`src/rtl/core/lcuw_pkg.sv`:
```
`timescale 1ns / 1ps
`default_nettype none
package lcuw_pkg;

  localparam int FRAC_BITS_DEF = 16;
  localparam int CW = 32;
  localparam int DW = 33;
  localparam int PW = 34;
  localparam int LANES = 4;

  typedef struct packed {
    logic signed [CW-1:0] start_x;
    logic signed [CW-1:0] start_y;
    logic signed [CW-1:0] end_x;
    logic signed [CW-1:0] end_y;
  } in_t;

  typedef struct packed {
    logic                 visible;
    logic signed [CW-1:0] clip_start_x;
    logic signed [CW-1:0] clip_start_y;
    logic signed [CW-1:0] clip_end_x;
    logic signed [CW-1:0] clip_end_y;
  } out_t;

  typedef struct packed {
    logic [DW-1:0] qmag;
    logic [DW-1:0] pmag;
    logic          neg;
  } lane_t;

  typedef lane_t [LANES-1:0] lane_arr_t;

  typedef struct packed {
    logic signed [CW-1:0] x1;
    logic signed [CW-1:0] y1;
    logic signed [DW-1:0] dx;
    logic signed [DW-1:0] dy;
    logic [LANES-1:0]     pzero;
    logic [LANES-1:0]     pneg;
    logic                 reject;
  } side_t;

endpackage
`default_nettype wire

```
`src/rtl/core/lcuw_div.sv`:
```
`timescale 1ns / 1ps
`default_nettype none
module lcuw_div #(
  parameter int FRAC_BITS = lcuw_pkg::FRAC_BITS_DEF
) (
  input  wire                          clk_i,
  input  wire                          en_i,
  input  lcuw_pkg::lane_t              lane_i,
  output logic signed [FRAC_BITS+2:0]  t_o
);

  localparam int NS = FRAC_BITS + 2;
  localparam int TW = FRAC_BITS + 3;
  localparam int DW = lcuw_pkg::DW;
  localparam int RW = DW + 1;
  localparam logic [NS-1:0] TWO = NS'(2) << FRAC_BITS;

  logic [RW-1:0] r_q   [NS];
  logic [DW-1:0] d_q   [NS];
  logic [NS-1:0] qb_q  [NS];
  logic          neg_q [NS];
  logic          sat_q [NS];
  logic signed [TW-1:0] t_q;

  for (genvar s = 0; s < NS; s++) begin : g_stage
    logic [RW-1:0] r_prev, rin, trial, r_d;
    logic [DW-1:0] d_prev;
    logic [NS-1:0] qb_prev, qb_d;
    logic          neg_prev, sat_prev, ge;

    if (s == 0) begin : g_head
      assign r_prev   = RW'(lane_i.qmag);
      assign d_prev   = lane_i.pmag;
      assign qb_prev  = '0;
      assign neg_prev = lane_i.neg;
      assign sat_prev = ({2'b00, lane_i.qmag} >= {lane_i.pmag, 2'b00});
    end else begin : g_tail
      assign r_prev   = r_q[s-1];
      assign d_prev   = d_q[s-1];
      assign qb_prev  = qb_q[s-1];
      assign neg_prev = neg_q[s-1];
      assign sat_prev = sat_q[s-1];
    end

    always_comb begin
      rin   = (s >= 2) ? {r_prev[RW-2:0], 1'b0} : r_prev;
      trial = (s == 0) ? {d_prev, 1'b0} : {1'b0, d_prev};
      ge    = (rin >= trial);
      r_d   = ge ? (rin - trial) : rin;
      qb_d  = qb_prev;
      qb_d[NS-1-s] = ge;
    end

    always_ff @(posedge clk_i) begin
      if (en_i) begin
        r_q[s]   <= r_d;
        d_q[s]   <= d_prev;
        qb_q[s]  <= qb_d;
        neg_q[s] <= neg_prev;
        sat_q[s] <= sat_prev;
      end
    end
  end

  logic [NS-1:0]        mag;
  logic signed [TW-1:0] t_d;

  always_comb begin
    mag = (sat_q[NS-1] || (qb_q[NS-1] > TWO)) ? TWO : qb_q[NS-1];
    t_d = neg_q[NS-1] ? -$signed({1'b0, mag}) : $signed({1'b0, mag});
  end

  always_ff @(posedge clk_i) begin
    if (en_i) begin
      t_q <= t_d;
    end
  end

  assign t_o = t_q;

endmodule
`default_nettype wire

```
`config.mk`:
```
export PLATFORM = sky130hd
export DESIGN_NAME = lcuw_div
export DESIGN_NICKNAME = d
export VERILOG_FILES = /design/src/rtl/core/lcuw_pkg.sv /design/src/rtl/core/lcuw_div.sv
export SDC_FILE = /design/constraint.sdc
export NUM_CORES = 2
export LEC_CHECK = 0
export ABC_AREA = 0
export BUFFER_PORTS_ARGS = -buffer_cell sky130_fd_sc_hd__buf_2
export CAP_MARGIN = 20
export CORE_UTILIZATION = 50
export DETAILED_ROUTE_END_ITERATION = 8
export PLACE_DENSITY = 0.65
export SETUP_SLACK_MARGIN = 0.05
export SLEW_MARGIN = 25
export SYNTH_ARGS = -nofsm -noshare
export SYNTH_HDL_FRONTEND = slang
export SYNTH_SLANG_ARGS = --single-unit
export TNS_END_PERCENT = 1
```
`constraint.sdc`:
```
create_clock -name clk_i -period 4 [get_ports clk_i]
set_input_delay 0.2 -clock clk_i [delete_from_list [all_inputs] [get_ports clk_i]]
set_output_delay 0.2 -clock clk_i [all_outputs]
set_load 0.05 [all_outputs]
```
==> results by stage <==
Power and ir drop:
- VDD sags by at most roughly 0.00046 V.
- The sequential fraction of design power is 0.336.
- The fraction of power consumed by combinational cells is 0.466.
- The share of total power dissipated in the clock network is 0.198.
- The leakage power is 0.0367 uW.
- For this design the ratio of total power to cell area is between 700 and 800 mW/mm2.
- The net switching power is 26000 uW.
- Of the total power, the share spent switching nets is 0.375.
- Cell internal power was estimated by the tool at around 43000 uW.

Floorplan:
- The starting density of the core is 0.504.
- The floorplan step defined a die boundary enclosing between 0.15 and 0.2 mm2.
- The die boundary width is roughly 400 um.
- In this run the vertical extent of the chip is approximately 400 um.
- The top-level I/O count is a little under 90.
- The floorplan core area is roughly 0.16 mm2.
- In this run the core area contains between 100 and 150 standard-cell rows.

Synth:
- Counting flops with a built-in enable in the synthesized netlist gives approximately 1300.
- The commonest cells after synthesis are sky130_fd_sc_hd__edfxtp_1 (1349), sky130_fd_sc_hd__inv_1 (727), sky130_fd_sc_hd__ha_1 (624).
- The number of warnings issued by yosys is 0.
- The count of cell types in the netlist is 84.
- The number of nets in the synthesized netlist is 7872.
- Counting every instance in the synthesized netlist gives slightly above 7000.
- Of the post-synthesis cell area, the dominant cell type holds 0.515.
- Among all cell types in the netlist, the one instantiated most often is sky130_fd_sc_hd__edfxtp_1.
- The register bit count reported by yosys is 1349.
- The fraction of registers with async set/reset is 0.
- The synthesized area divided by synthesized cell count is between 10 and 15 um2.
- Of all cell types, the one taking the most synthesized area is sky130_fd_sc_hd__edfxtp_1.
- The main flop type after synthesis is sky130_fd_sc_hd__edfxtp_1.
- The post-synth design cell area is 0.0787 mm2.
- Sorting the synthesized cells by area gives the leading types as sky130_fd_sc_hd__edfxtp_1 (51%), sky130_fd_sc_hd__ha_1 (9.9%), sky130_fd_sc_hd__a21oi_1 (3.8%).
- Of the synthesized area, sequential elements account for 0.515.

Global route:
- The total global routing overflow is 0.
- The number of global-route vias before repair is between 50000 and 60000.
- For this run, global-route usage on met3 was measured as 0.0268.
- Entering global routing, the biggest net connects ~150 pins.
- The met1 capacity usage during global routing is 0.273.
- met2 is the most crowded layer.
- The total routing usage reported by global routing is 0.232.
- The global routing met2 resource utilization is 0.426.
- The number of antenna violations at the first check in global routing is 1.
- The wire length of the first global-routing pass is 292000 um.

Final layout:
- The register area is between 0.04 and 0.05 mm2.
- The net count of the finished layout is between 8000 and 9000.
- Counting the fill cells in the layout gives 13100.
- The final standard cell utilization of the core is 0.569.
- The final design instance area without fill is 0.0889 mm2.
- The multi-input combinational cells in the finished layout cover a total of 0.0350 mm2.
- From synthesis to final layout, the design area changed by 13.0%.
- Of the cells placed in the final design, the portion with a size suffix greater than 1 is 0.104.

STA:
- On the final layout, the worst clock skew is roughly 41 ps.
- After routing, the total negative slack on setup checks comes to 0 ps.
- The relative slew slack is 0.383.
- The period utilization is 0.974.
- The count of endpoints failing hold in the final timing report is 0.
- Setup repair after global routing could not meet its margin everywhere.
- The worst setup margin is ~100 ps.
- Hold is met by between 100 and 150 ps.
- The number of setup violations in the final report is 0.
- Static timing analysis puts the maximum clock frequency at 257 MHz.
- The max-slew violation count is 0.
- The clock period minus final worst setup slack is about 3900 ps.
- At the pin with the least slew margin, the transition time is 925 ps.

Clock tree:
- The number of clock buffers added by TritonCTS is roughly 150.
- Clock tree synthesis found a total of between 1000 and 1500 sinks.
- The H-tree level count is 4.
- The insertion delay to the later sink of the worst-skew pair is about 790 ps.
- TritonCTS built the clock tree.
- The tree is rooted in a sky130_fd_sc_hd__clkbuf_16.
- After clock tree synthesis, the clock-pin slew on the worst setup and hold paths is around 60 ps.
- The longest clock path from root to sink contains 3 buffers.
- The number of setup buffers added after CTS is 0.

Placement:
- The number of input and output port buffers inserted is slightly below 90.
- Detailed placement finished with a half-perimeter wire length of approximately 140000 um.
- Prior to clock tree synthesis, the placed netlist has a worst setup slack of a little under 30 ps.
- At the end of routability-driven placement, the weighted congestion stood at just over 0.9.
- The post-place instance area is 0.0831 mm2.

Critical path:
- For flop-to-flop paths, the worst setup slack is 100 ps.
- The sort of element at the end of the critical path is a flip-flop.
- The data required time at the worst endpoint is about 4500 ps.
- The maximum net fanout on the critical path is 3.
- The type of the setup path with the least slack is reg2reg.
- The element type at the critical path start is a flip-flop.
- The data arrival time of the worst path is 4410 ps.

Min path:
- The classification of the worst-slack hold path is in2reg.

Routing:
- The average routed wire per standard cell is 19.1 um.
- The violation count after the first detailed-route iteration is 3402.
- The first detailed-routing pass ran for 8 iterations.
- The via density per instance is 5.63.
- The detailed-route DRC error count is 0.
- The via count of the routed design is approximately 55000.
- Summed over all layers, the routed wires come to 185000 um.
- Once detail routing completed, the nets flagged for antenna violations numbered 0.

Flow run:
- The number of max-cap violations is 0.

Run status:
- The run finished with clean final reports.
==> layout make-up <==
type | instances | area share
clock buffers | 176 | 0.0438
clock inverters | 98 | 0.0124
repair buffers | 381 | 0.0353
multi-input cells | 4906 | 0.393
well taps | 2058 | 0.0290
inverters | 727 | 0.0307
diodes | 2 | 0.0000563
flip-flops and latches | 1349 | 0.456
==> per-stage QoR <==
step           std cells  power [uW]
2_1_floorplan       7162       46000
3_3_place_gp        9353       55000
3_5_place_dp        9353       55500
4_1_cts             9695       69700
5_1_grt             9696       74300
6_report            9697       69400
==> flip-flops by register name, indices dropped and copies added (netlist names) <==
name,flops
qb_q,171
sat_q,18
t_o,19
d_q,561
neg_q,18
r_q,562
==> worst paths after layout <==
kind	startpoint	end	cells past startpoint
worst max-delay path	d_q[7][1]	r_q[8][29]	12
worst min-delay path	lane_i[0]	neg_q[0]	2
worst max register to register	d_q[7][1]	r_q[8][29]	12
worst min register to register	qb_q[13][6]	qb_q[14][6]	0
==> what timing repair did <==
item,CTS,global route
pin swaps,0,1
setup endpoints to repair,2,206
gates resized for setup,1,21
hold buffers,68,0
gates cloned,0,0
hold endpoints to repair,112,0
==> per-layer routing <==
metal / up-vias / routed length, um / share of wire
met3: 369 / 6000 / 0.032
met4: 0 / 7630 / 0.041
met1: 26100 / 76000 / 0.41
met2: 1087 / 95500 / 0.52
li1: 27000 / - / -
met5: - / 0 / 0
==> power groups by stage <==
| stage | Combinational (uW) | Clock [uW] | Sequential (uW) |
|---|---|---|---|
| 4_1_cts | 32200 | 14100 | 23400 |
| 6_report | 32400 | 13800 | 23300 |
| 5_1_grt | 36000 | 14600 | 23600 |
| 3_3_place_gp | 31400 | 0 | 23600 |
| 3_5_place_dp | 31900 | 0 | 23600 |
| 2_1_floorplan | 23600 | 0 | 22400 |
==> logic make-up after synthesis <==
logic type | synth area share
compound gates | 0.155
xor+xnor | 0.0524
fa+ha+maj | 0.104
buf+inv | 0.0441
flops | 0.515
mux | 0.0329
simple gates | 0.0975
==> worst max-delay path, stage by stage, from the launching register on <==
cell                       delay [ps]
sky130_fd_sc_hd__edfxtp_1         430
sky130_fd_sc_hd__inv_1            100
sky130_fd_sc_hd__ha_1             240
sky130_fd_sc_hd__nor2b_1          160
sky130_fd_sc_hd__o31a_1           280
sky130_fd_sc_hd__or4_1            460
sky130_fd_sc_hd__a221o_1          410
sky130_fd_sc_hd__a31oi_4          230
sky130_fd_sc_hd__o22ai_1          150
sky130_fd_sc_hd__a311o_1          420
sky130_fd_sc_hd__a21o_1           220
sky130_fd_sc_hd__a311o_1          300
sky130_fd_sc_hd__mux2_2           270
==> placed cells by master (no fill, tap or decap), types with 152 or more instances in the layout <==
cell type / instances
sky130_fd_sc_hd__ha_1: 623
sky130_fd_sc_hd__edfxtp_1: 1349
sky130_fd_sc_hd__a21oi_1: 592
sky130_fd_sc_hd__o21ai_0: 461
sky130_fd_sc_hd__xnor2_1: 250
sky130_fd_sc_hd__nand2_1: 489
sky130_fd_sc_hd__clkbuf_16: 152
sky130_fd_sc_hd__buf_4: 201
sky130_fd_sc_hd__inv_1: 727
sky130_fd_sc_hd__nor2_1: 445
sky130_fd_sc_hd__xor2_1: 221
sky130_fd_sc_hd__mux2_2: 193
sky130_fd_sc_hd__a21o_1: 280
Power figures use the tool's default switching activity.
