$ cat src/rtl/core/lcuw_pkg.sv
`timescale 1ns / 1ps
`default_nettype none
package lcuw_pkg;

  localparam int FRAC_BITS_DEF = 16;
  localparam int CW = 32;
  localparam int DW = 33;
  localparam int PW = 34;
  localparam int LANES = 4;

  typedef struct packed {
    logic signed [CW-1:0] start_x;
    logic signed [CW-1:0] start_y;
    logic signed [CW-1:0] end_x;
    logic signed [CW-1:0] end_y;
  } in_t;

  typedef struct packed {
    logic                 visible;
    logic signed [CW-1:0] clip_start_x;
    logic signed [CW-1:0] clip_start_y;
    logic signed [CW-1:0] clip_end_x;
    logic signed [CW-1:0] clip_end_y;
  } out_t;

  typedef struct packed {
    logic [DW-1:0] qmag;
    logic [DW-1:0] pmag;
    logic          neg;
  } lane_t;

  typedef lane_t [LANES-1:0] lane_arr_t;

  typedef struct packed {
    logic signed [CW-1:0] x1;
    logic signed [CW-1:0] y1;
    logic signed [DW-1:0] dx;
    logic signed [DW-1:0] dy;
    logic [LANES-1:0]     pzero;
    logic [LANES-1:0]     pneg;
    logic                 reject;
  } side_t;

endpackage
`default_nettype wire

$ cat src/rtl/core/lcuw_edge.sv
`timescale 1ns / 1ps
`default_nettype none
module lcuw_edge #(
  parameter int FRAC_BITS = lcuw_pkg::FRAC_BITS_DEF
) (
  input  wire                      clk_i,
  input  wire                      rst_ni,
  input  wire                      en_i,
  input  wire                      valid_i,
  input  lcuw_pkg::in_t            data_i,
  output logic                     valid_o,
  output lcuw_pkg::lane_arr_t      lanes_o,
  output lcuw_pkg::side_t          side_o
);

  localparam int PW = lcuw_pkg::PW;
  localparam int DW = lcuw_pkg::DW;
  localparam logic signed [PW-1:0] ONE = PW'(1) << FRAC_BITS;

  logic signed [DW-1:0] dx, dy;
  logic signed [PW-1:0] p [lcuw_pkg::LANES];
  logic signed [PW-1:0] q [lcuw_pkg::LANES];
  logic signed [PW-1:0] x1e, y1e;
  lcuw_pkg::lane_arr_t lanes_d, lanes_q;
  lcuw_pkg::side_t     side_d, side_q;
  logic                valid_q;

  always_comb begin
    x1e = PW'(data_i.start_x);
    y1e = PW'(data_i.start_y);
    dx  = DW'(data_i.end_x) - DW'(data_i.start_x);
    dy  = DW'(data_i.end_y) - DW'(data_i.start_y);
    p[0] = -PW'(dx);
    p[1] = PW'(dx);
    p[2] = -PW'(dy);
    p[3] = PW'(dy);
    q[0] = x1e;
    q[1] = ONE - x1e;
    q[2] = y1e;
    q[3] = ONE - y1e;
    side_d.x1 = data_i.start_x;
    side_d.y1 = data_i.start_y;
    side_d.dx = dx;
    side_d.dy = dy;
    for (int k = 0; k < lcuw_pkg::LANES; k++) begin
      lanes_d[k].pmag = p[k][PW-1] ? DW'(-p[k]) : DW'(p[k]);
      lanes_d[k].qmag = q[k][PW-1] ? DW'(-q[k]) : DW'(q[k]);
      lanes_d[k].neg  = p[k][PW-1] ^ q[k][PW-1];
      side_d.pzero[k] = (p[k] == '0);
      side_d.pneg[k]  = p[k][PW-1];
    end
    side_d.reject = |(side_d.pzero & {q[3][PW-1], q[2][PW-1], q[1][PW-1], q[0][PW-1]});
  end

  always_ff @(posedge clk_i or negedge rst_ni) begin
    if (!rst_ni) begin
      valid_q <= 1'b0;
    end else if (en_i) begin
      valid_q <= valid_i;
    end
  end

  always_ff @(posedge clk_i) begin
    if (en_i) begin
      lanes_q <= lanes_d;
      side_q  <= side_d;
    end
  end

  assign valid_o = valid_q;
  assign lanes_o = lanes_q;
  assign side_o  = side_q;

endmodule
`default_nettype wire

$ cat config.mk
export PLATFORM = sky130hd
export DESIGN_NAME = lcuw_edge
export DESIGN_NICKNAME = d
export VERILOG_FILES = /design/src/rtl/core/lcuw_pkg.sv /design/src/rtl/core/lcuw_edge.sv
export SDC_FILE = /design/constraint.sdc
export NUM_CORES = 1
export LEC_CHECK = 0
export BUFFER_PORTS_ARGS = -buffer_cell sky130_fd_sc_hd__buf_2
export CAP_MARGIN = 20
export CORE_UTILIZATION = 56
export DETAILED_ROUTE_END_ITERATION = 16
export HOLD_SLACK_MARGIN = 0.15
export PLACE_DENSITY = 0.83
export SLEW_MARGIN = 0
export SYNTH_ARGS = -nofsm -noshare
export SYNTH_HDL_FRONTEND = slang
export SYNTH_SLANG_ARGS = --single-unit
export TNS_END_PERCENT = 50
$ cat constraint.sdc
create_clock -name clk_i -period 0.9 [get_ports clk_i]
set_input_delay 0 -clock clk_i [delete_from_list [all_inputs] [get_ports clk_i]]
set_output_delay 0 -clock clk_i [all_outputs]
set_load 0.01 [all_outputs]
==> results.md, run 1 <==
Run status:
- The run stopped with a tool error.
- The flow stopped in 5_1_grt.
- The first error in the log reads "[ERROR GRT-0116] Global routing finished with congestion. Check the congestion regions in the DRC Viewer".

CTS:
- The maximum clock path buffer count is 3.
- In this run the clock root is driven by a sky130_fd_sc_hd__clkbuf_16.
- The number of clock buffers added by TritonCTS is 43.
- The count of clock tree sinks is 398.
- The H-tree depth is 2.

Synth:
- The share of synthesized area in the top cell type comes to 48.4%.
- The most common cell in the synthesized netlist is sky130_fd_sc_hd__edfxtp_1.
- The flop and latch count out of synthesis is 398.
- After synthesis the cells add up to 24600 sq um.
- The mean area per synthesized cell is 10.2 sq um.
- The cell count after synthesis came out at 2411.
- After synthesis, the most frequently instantiated cells are sky130_fd_sc_hd__edfxtp_1, sky130_fd_sc_hd__xnor2_1, sky130_fd_sc_hd__nand2_1.
- The number of enable-type register cells in the synthesized netlist is 397.
- Counting flops with an async set or reset pin after synthesis yields a share of 0.251%.
- The sequential-to-total area share from yosys stat is 48.5%.
- The number of distinct standard cells referenced by the synthesized netlist is 102.
- Among all flip-flop cells after synthesis, the most frequent one is sky130_fd_sc_hd__edfxtp_1.
- By area the synthesized netlist is led by sky130_fd_sc_hd__edfxtp_1, sky130_fd_sc_hd__xnor2_1, sky130_fd_sc_hd__ha_1.
- The cell taking the most area after synthesis is sky130_fd_sc_hd__edfxtp_1.
- For this run, the number of Yosys warnings is 0.

Placement:
- Routability-driven placement finished with a final weighted congestion of 0.977.
- The count of buffers inserted at the top-level ports is 539.
- Summed over all nets, the half-perimeter wirelength after detailed placement is 76.2 mm.

Global route:
- The total global routing overflow is 5.
- For this run, the total global-route usage over all layers was measured as 66.5%.
- The first-pass GRT wire length is 219 mm.
- The maximum number of pins on one net before global-route repair is 37.
- The via count of the first global-routing pass is 34684.

Floorplan:
- The die is 212 um tall.
- The number of top-level pins is 540.
- The initial utilization of the core area, before any placement, comes to 56.9%.
- The cell row count is 76.
- The die span in x is 212 um.
layer usage:
metal  overflow  GRT usage (%)
met1          0           65.0
met2          2           91.1
met3          0           43.2
met4          3           69.1
met5          0           7.12
kinds of logic after synthesis:
family	synth area share (%)
simple gates	16.5
xor+xnor	12.6
other cells	0.0152
fa+ha+maj	3.72
mux	0.640
buf+inv	3.70
flops	48.5
compound gates	14.3
through the flow:
| stage | TNS [ns] | std cells | hold slack [ns] | instance area [sq um] | worst slack [ns] |
|---|---|---|---|---|---|
| 2_1_floorplan | -527.14 | 2414 | -0.296 | 26700 | -3.20 |
| 3_3_place_gp | -665.25 | 4303 | -0.226 | 36000 | -3.37 |
| 3_5_place_dp | -688.63 | 4303 | -0.216 | 36000 | -3.42 |
| 4_1_cts | -592.81 | 4562 | -0.0469 | 40600 | -2.69 |
repair_timing:
| action | 4_1_cts |
|---|---|
| pin swaps | 143 |
| gates resized for setup | 301 |
| hold buffers | 88 |
| buffers inserted | 92 |
| hold endpoints to repair | 563 |
| cloned | 4 |
| endpoints found under the setup margin | 721 |
==> run 2: changes to the inputs <==
--- a/config.mk
+++ b/config.mk
@@ -7,10 +7,9 @@
 export LEC_CHECK = 0
 export BUFFER_PORTS_ARGS = -buffer_cell sky130_fd_sc_hd__buf_2
 export CAP_MARGIN = 20
-export CORE_UTILIZATION = 56
+export CORE_UTILIZATION = 40
 export DETAILED_ROUTE_END_ITERATION = 16
-export HOLD_SLACK_MARGIN = 0.15
-export PLACE_DENSITY = 0.83
+export PLACE_DENSITY_LB_ADDON = 0.15
 export SLEW_MARGIN = 0
 export SYNTH_ARGS = -nofsm -noshare
 export SYNTH_HDL_FRONTEND = slang
==> run 2 against run 1 <==
Net effect:
- synthesized area stayed put
- synthesized cell count stayed put
- the flow now finishes, with violations (negative hold slack, negative setup slack)
==> results.md, run 2 <==
Power and ir drop:
- The total leakage power is 0.0182 uW.
- After layout, the design draws a total of 71500 uW.
- For this design the ratio of total power to cell area is 1670 nW/um^2.
- The worst IR drop on VDD is 1.78 mV.

Synth:
- The yosys synthesis warning count is 0 (unchanged).
- The mean area per synthesized cell is 10.2 sq um (unchanged).
- By area the synthesized netlist is led by sky130_fd_sc_hd__edfxtp_1, sky130_fd_sc_hd__xnor2_1, sky130_fd_sc_hd__ha_1.
- The number of distinct standard cells referenced by the synthesized netlist is 102 (unchanged).
- The sequential-to-total area share from yosys stat is 48.5% (unchanged).
- The area fraction of the dominant cell type after synthesis is 48.4% (unchanged).
- The cell taking the most area after synthesis is sky130_fd_sc_hd__edfxtp_1.
- In the synthesized netlist, the cells that appear most often are sky130_fd_sc_hd__edfxtp_1, sky130_fd_sc_hd__xnor2_1, sky130_fd_sc_hd__nand2_1.
- The most used flip-flop cell after synthesis is sky130_fd_sc_hd__edfxtp_1.
- The post-synthesis instance area is 24600 sq um (unchanged).
- The number of standard cells after synthesis came to 2411 (unchanged).
- In the post-synthesis netlist, the cell with the most instances is sky130_fd_sc_hd__edfxtp_1.
- The async set-or-reset flop fraction in the synthesized netlist is 0.251% (unchanged).
- The flop and latch count out of synthesis was 398 (unchanged).
- The number of enable-type register cells in the synthesized netlist is 397 (unchanged).

STA:
- The final count of pins violating max slew is 0.
- Across all setup checks in the final design, the least slack found is -2.75 ns.
- Setup repair after global routing could not meet its margin everywhere.
- The transition time at the pin with the least slew margin is 0.557 ns.
- The hold violation count in the final report is 1.
- On the final layout, the worst clock skew is 0 ns.
- For the final routed database, the setup TNS stands at -558.76 ns.
- The final period demand of the worst path is 3.65 ns.
- The setup violation total in the final timing report is 830.
- The fmax is 274 MHz.
- The final cycle utilization of the critical path is 406%.
- The worst hold-check slack is -0.0451 ns.
- The worst slew slack as a fraction of its limit is 62.5%.

Worst setup path:
- The sum of buffers and inverters on the critical path is 3.
- The worst register-to-register path has a setup slack of 0.14 ns.
- The worst reg2reg path depth is 1.
- The most repeated library cell on the critical path is sky130_fd_sc_hd__ha_4.
- The signal on the critical path passes through buf_8, ha_4, fa_2, ha_4, nand3_2, mux2_4, buf_6, nor4_4, buf_4, nand4_1, nor3_2, o211ai_1, and2_4, or4_4, or3_4, or4_1, nand3_1, xor2_1.
- The startpoint class of the critical path is a primary input.
- Tracing the worst setup path back leads to its startpoint at data_i[64].
- STA puts the critical path data required time at 1.25 ns.
- The family with the most delay on the worst path is simple AND/OR/NAND/NOR gates.
- The arrival time of data at the critical path endpoint is 4.00 ns.
- The worst register-to-register path begins at valid_o.
- The worst setup path is of the primary input to flip-flop kind.
- The largest stage delay on the critical path is 0.56 ns.
- The maximum fanout along the worst path is 3.
- The capture point of the worst reg-to-reg path is valid_o.
- The cell with the biggest individual delay on the critical path is sky130_fd_sc_hd__fa_2.
- The critical path capture point type is a flip-flop.

Drt:
- The count of TritonRoute iterations in the first routing pass is 5.
- The number of remaining DRC errors is 0.
- The final routed wire length divided by cell count is 20.5 um.
- The detailed router finished its first iteration with 1230 violations.
- The post-detailed-route via-to-cell ratio is 5.30.
- After detailed routing, the total wire length is 99.8 mm.
- The number of vias after detailed routing is 25766.
- The post-detailed-route count of antenna-violating nets is 0.

Final layout:
- The library cells used most frequently in the layout, excluding fill and tap cells, are sky130_fd_sc_hd__buf_4, sky130_fd_sc_hd__buf_2, sky130_fd_sc_hd__edfxtp_1, sky130_fd_sc_hd__xnor2_1, sky130_fd_sc_hd__nand2_1.
- The synthesis-to-finish area growth is 73.8%.
- The share of cells above drive strength 1 is 55.1%.
- The number of nets in the final layout is 4232.
- The register with the most flip-flops in the layout has 264 of them.
- Measured on the finished design, the core utilization comes to 70.7%.
- The most common library cell in the layout ignoring fill and taps is sky130_fd_sc_hd__buf_4.

Hold path:
- The path category of the worst min-delay check is primary input to flip-flop.
- In this run the most critical hold path is launched from data_i[33].
- The hold-critical path endpoint is side_o[43].
- The number of cells on the worst hold path is 3.

Floorplan:
- The die extent in y is 250 um (+18%).
- The core region is 60600 sq um.
- The number of top-level pins is 540 (unchanged).
- The effective utilization at floorplan was 40.7% (-16 points).
- The die span in x is 250 um (+18%).
- The cell row count is 90 (+18%).
- The die area is 62600 sq um.

Flow run:
- The reported max-cap violation count is 0.

CTS:
- The count of clock tree sinks came to 398 (unchanged).
- The number of buffers added by the clock tree synthesis step was 46 (+7.0%).
- The register clock-pin slew on the reported worst setup and hold paths is 0.06 ns.
- The clock latency on the worst-skew pair is 0.61 ns.
- The maximum clock path buffer count was 3 (unchanged).
- TritonCTS built the clock tree.
- The cell at the root of the clock tree is sky130_fd_sc_hd__clkbuf_16.
- The count of hold-fix buffers inserted at cts is 80 (-9.1%).
- The H-tree depth is 2 (unchanged).

Global route:
- The first-pass GRT wire length is 149 mm.
- The maximum number of pins on one net before global-route repair is 40.
- The global-route usage over all layers is 30.7%.
- The initial antenna violation count is 27.
- The total global routing overflow is 0.
- The via count of the first global-routing pass is 26518.

Placement:
- The HPWL after detailed placement came to 76.4 mm (+0.29%).
- The count of buffers inserted at the top-level ports is 539 (unchanged).
- The last weighted congestion value of the routability-driven placer was 0.950 (-2.8%).
- The pre-CTS setup slack is -3.48 ns (-0.0587 ns).

Run status:
- The final reports fail on negative hold slack, negative setup slack.
- The flow ran to the end, but the final reports show violations.
==> run 2: cell counts after synthesis <==
Identical to the previous run, type by type.
==> run 2: report_power, final <==
group | switching [uW] | leakage [uW] | internal [uW]
clock network | 7810 | 0.000714 | 10900
logic | 14400 | 0.0136 | 13200
registers | 1070 | 0.00389 | 24100
==> run 2: layer usage <==
layer | track usage (%) | routed length [um] | vias to the layer above
li1 | - | - | 12076
met1 | 33.2 | 36500 | 12585
met2 | 58.4 | 54100 | 845
met3 | 5.54 | 5380 | 236
met4 | 12.1 | 3740 | 24
met5 | 0 | 140 | -
==> run 2: how the worst max path moves through the flow <==
stage                     slack [ns]  cells after the start            to
after detailed placement       -3.48                     17  lanes_o[164]
after global routing           -2.88                     19  lanes_o[164]
final                          -2.75                     18  lanes_o[164]
after floorplan                -3.20                     18  lanes_o[164]
after global placement         -3.38                     18  lanes_o[164]
after CTS                      -2.67                     19  lanes_o[164]
==> run 2: through the flow <==
step,instances,cell area (sq um)
after floorplan,2414,26700
final,4859,42800
after global placement,4541,36600
after global routing,4854,42800
after CTS,4783,41000
after detailed placement,4541,36600
==> run 2: cell type report <==
cell class                      count  area (sq um)
Multi-Input combinational cell   1791         15500
Sequential cell                   398         11900
Timing Repair Buffer             1665         12300
Antenna cell                       14          35.0
Fill cell                        4523         17800
Tap cell                          782           978
Inverter                          126           567
Clock inverter                     27           299
Clock buffer                       56          1190
==> run 2: kinds of logic after synthesis <==
logic type | count (synthesis) | share of synthesized area (%)
AND/OR/NAND/NOR | 822 | 16.5
AO/OA/AOI/OAI | 528 | 14.3
flip-flops | 398 | 48.5
XOR/XNOR | 350 | 12.6
buffers and inverters | 225 | 3.70
adder cells (fa/ha/maj) | 72 | 3.72
multiplexers | 15 | 0.640
other | 1 | 0.0152
==> run 2: timing repair <==
item	CTS	global route
gates cloned	2	1
setup buffers	82	74
endpoints found under the setup margin	719	832
pin swaps	127	175
endpoints found under the hold margin	291	1
resized for setup	296	285
Power figures use the tool's default switching activity.
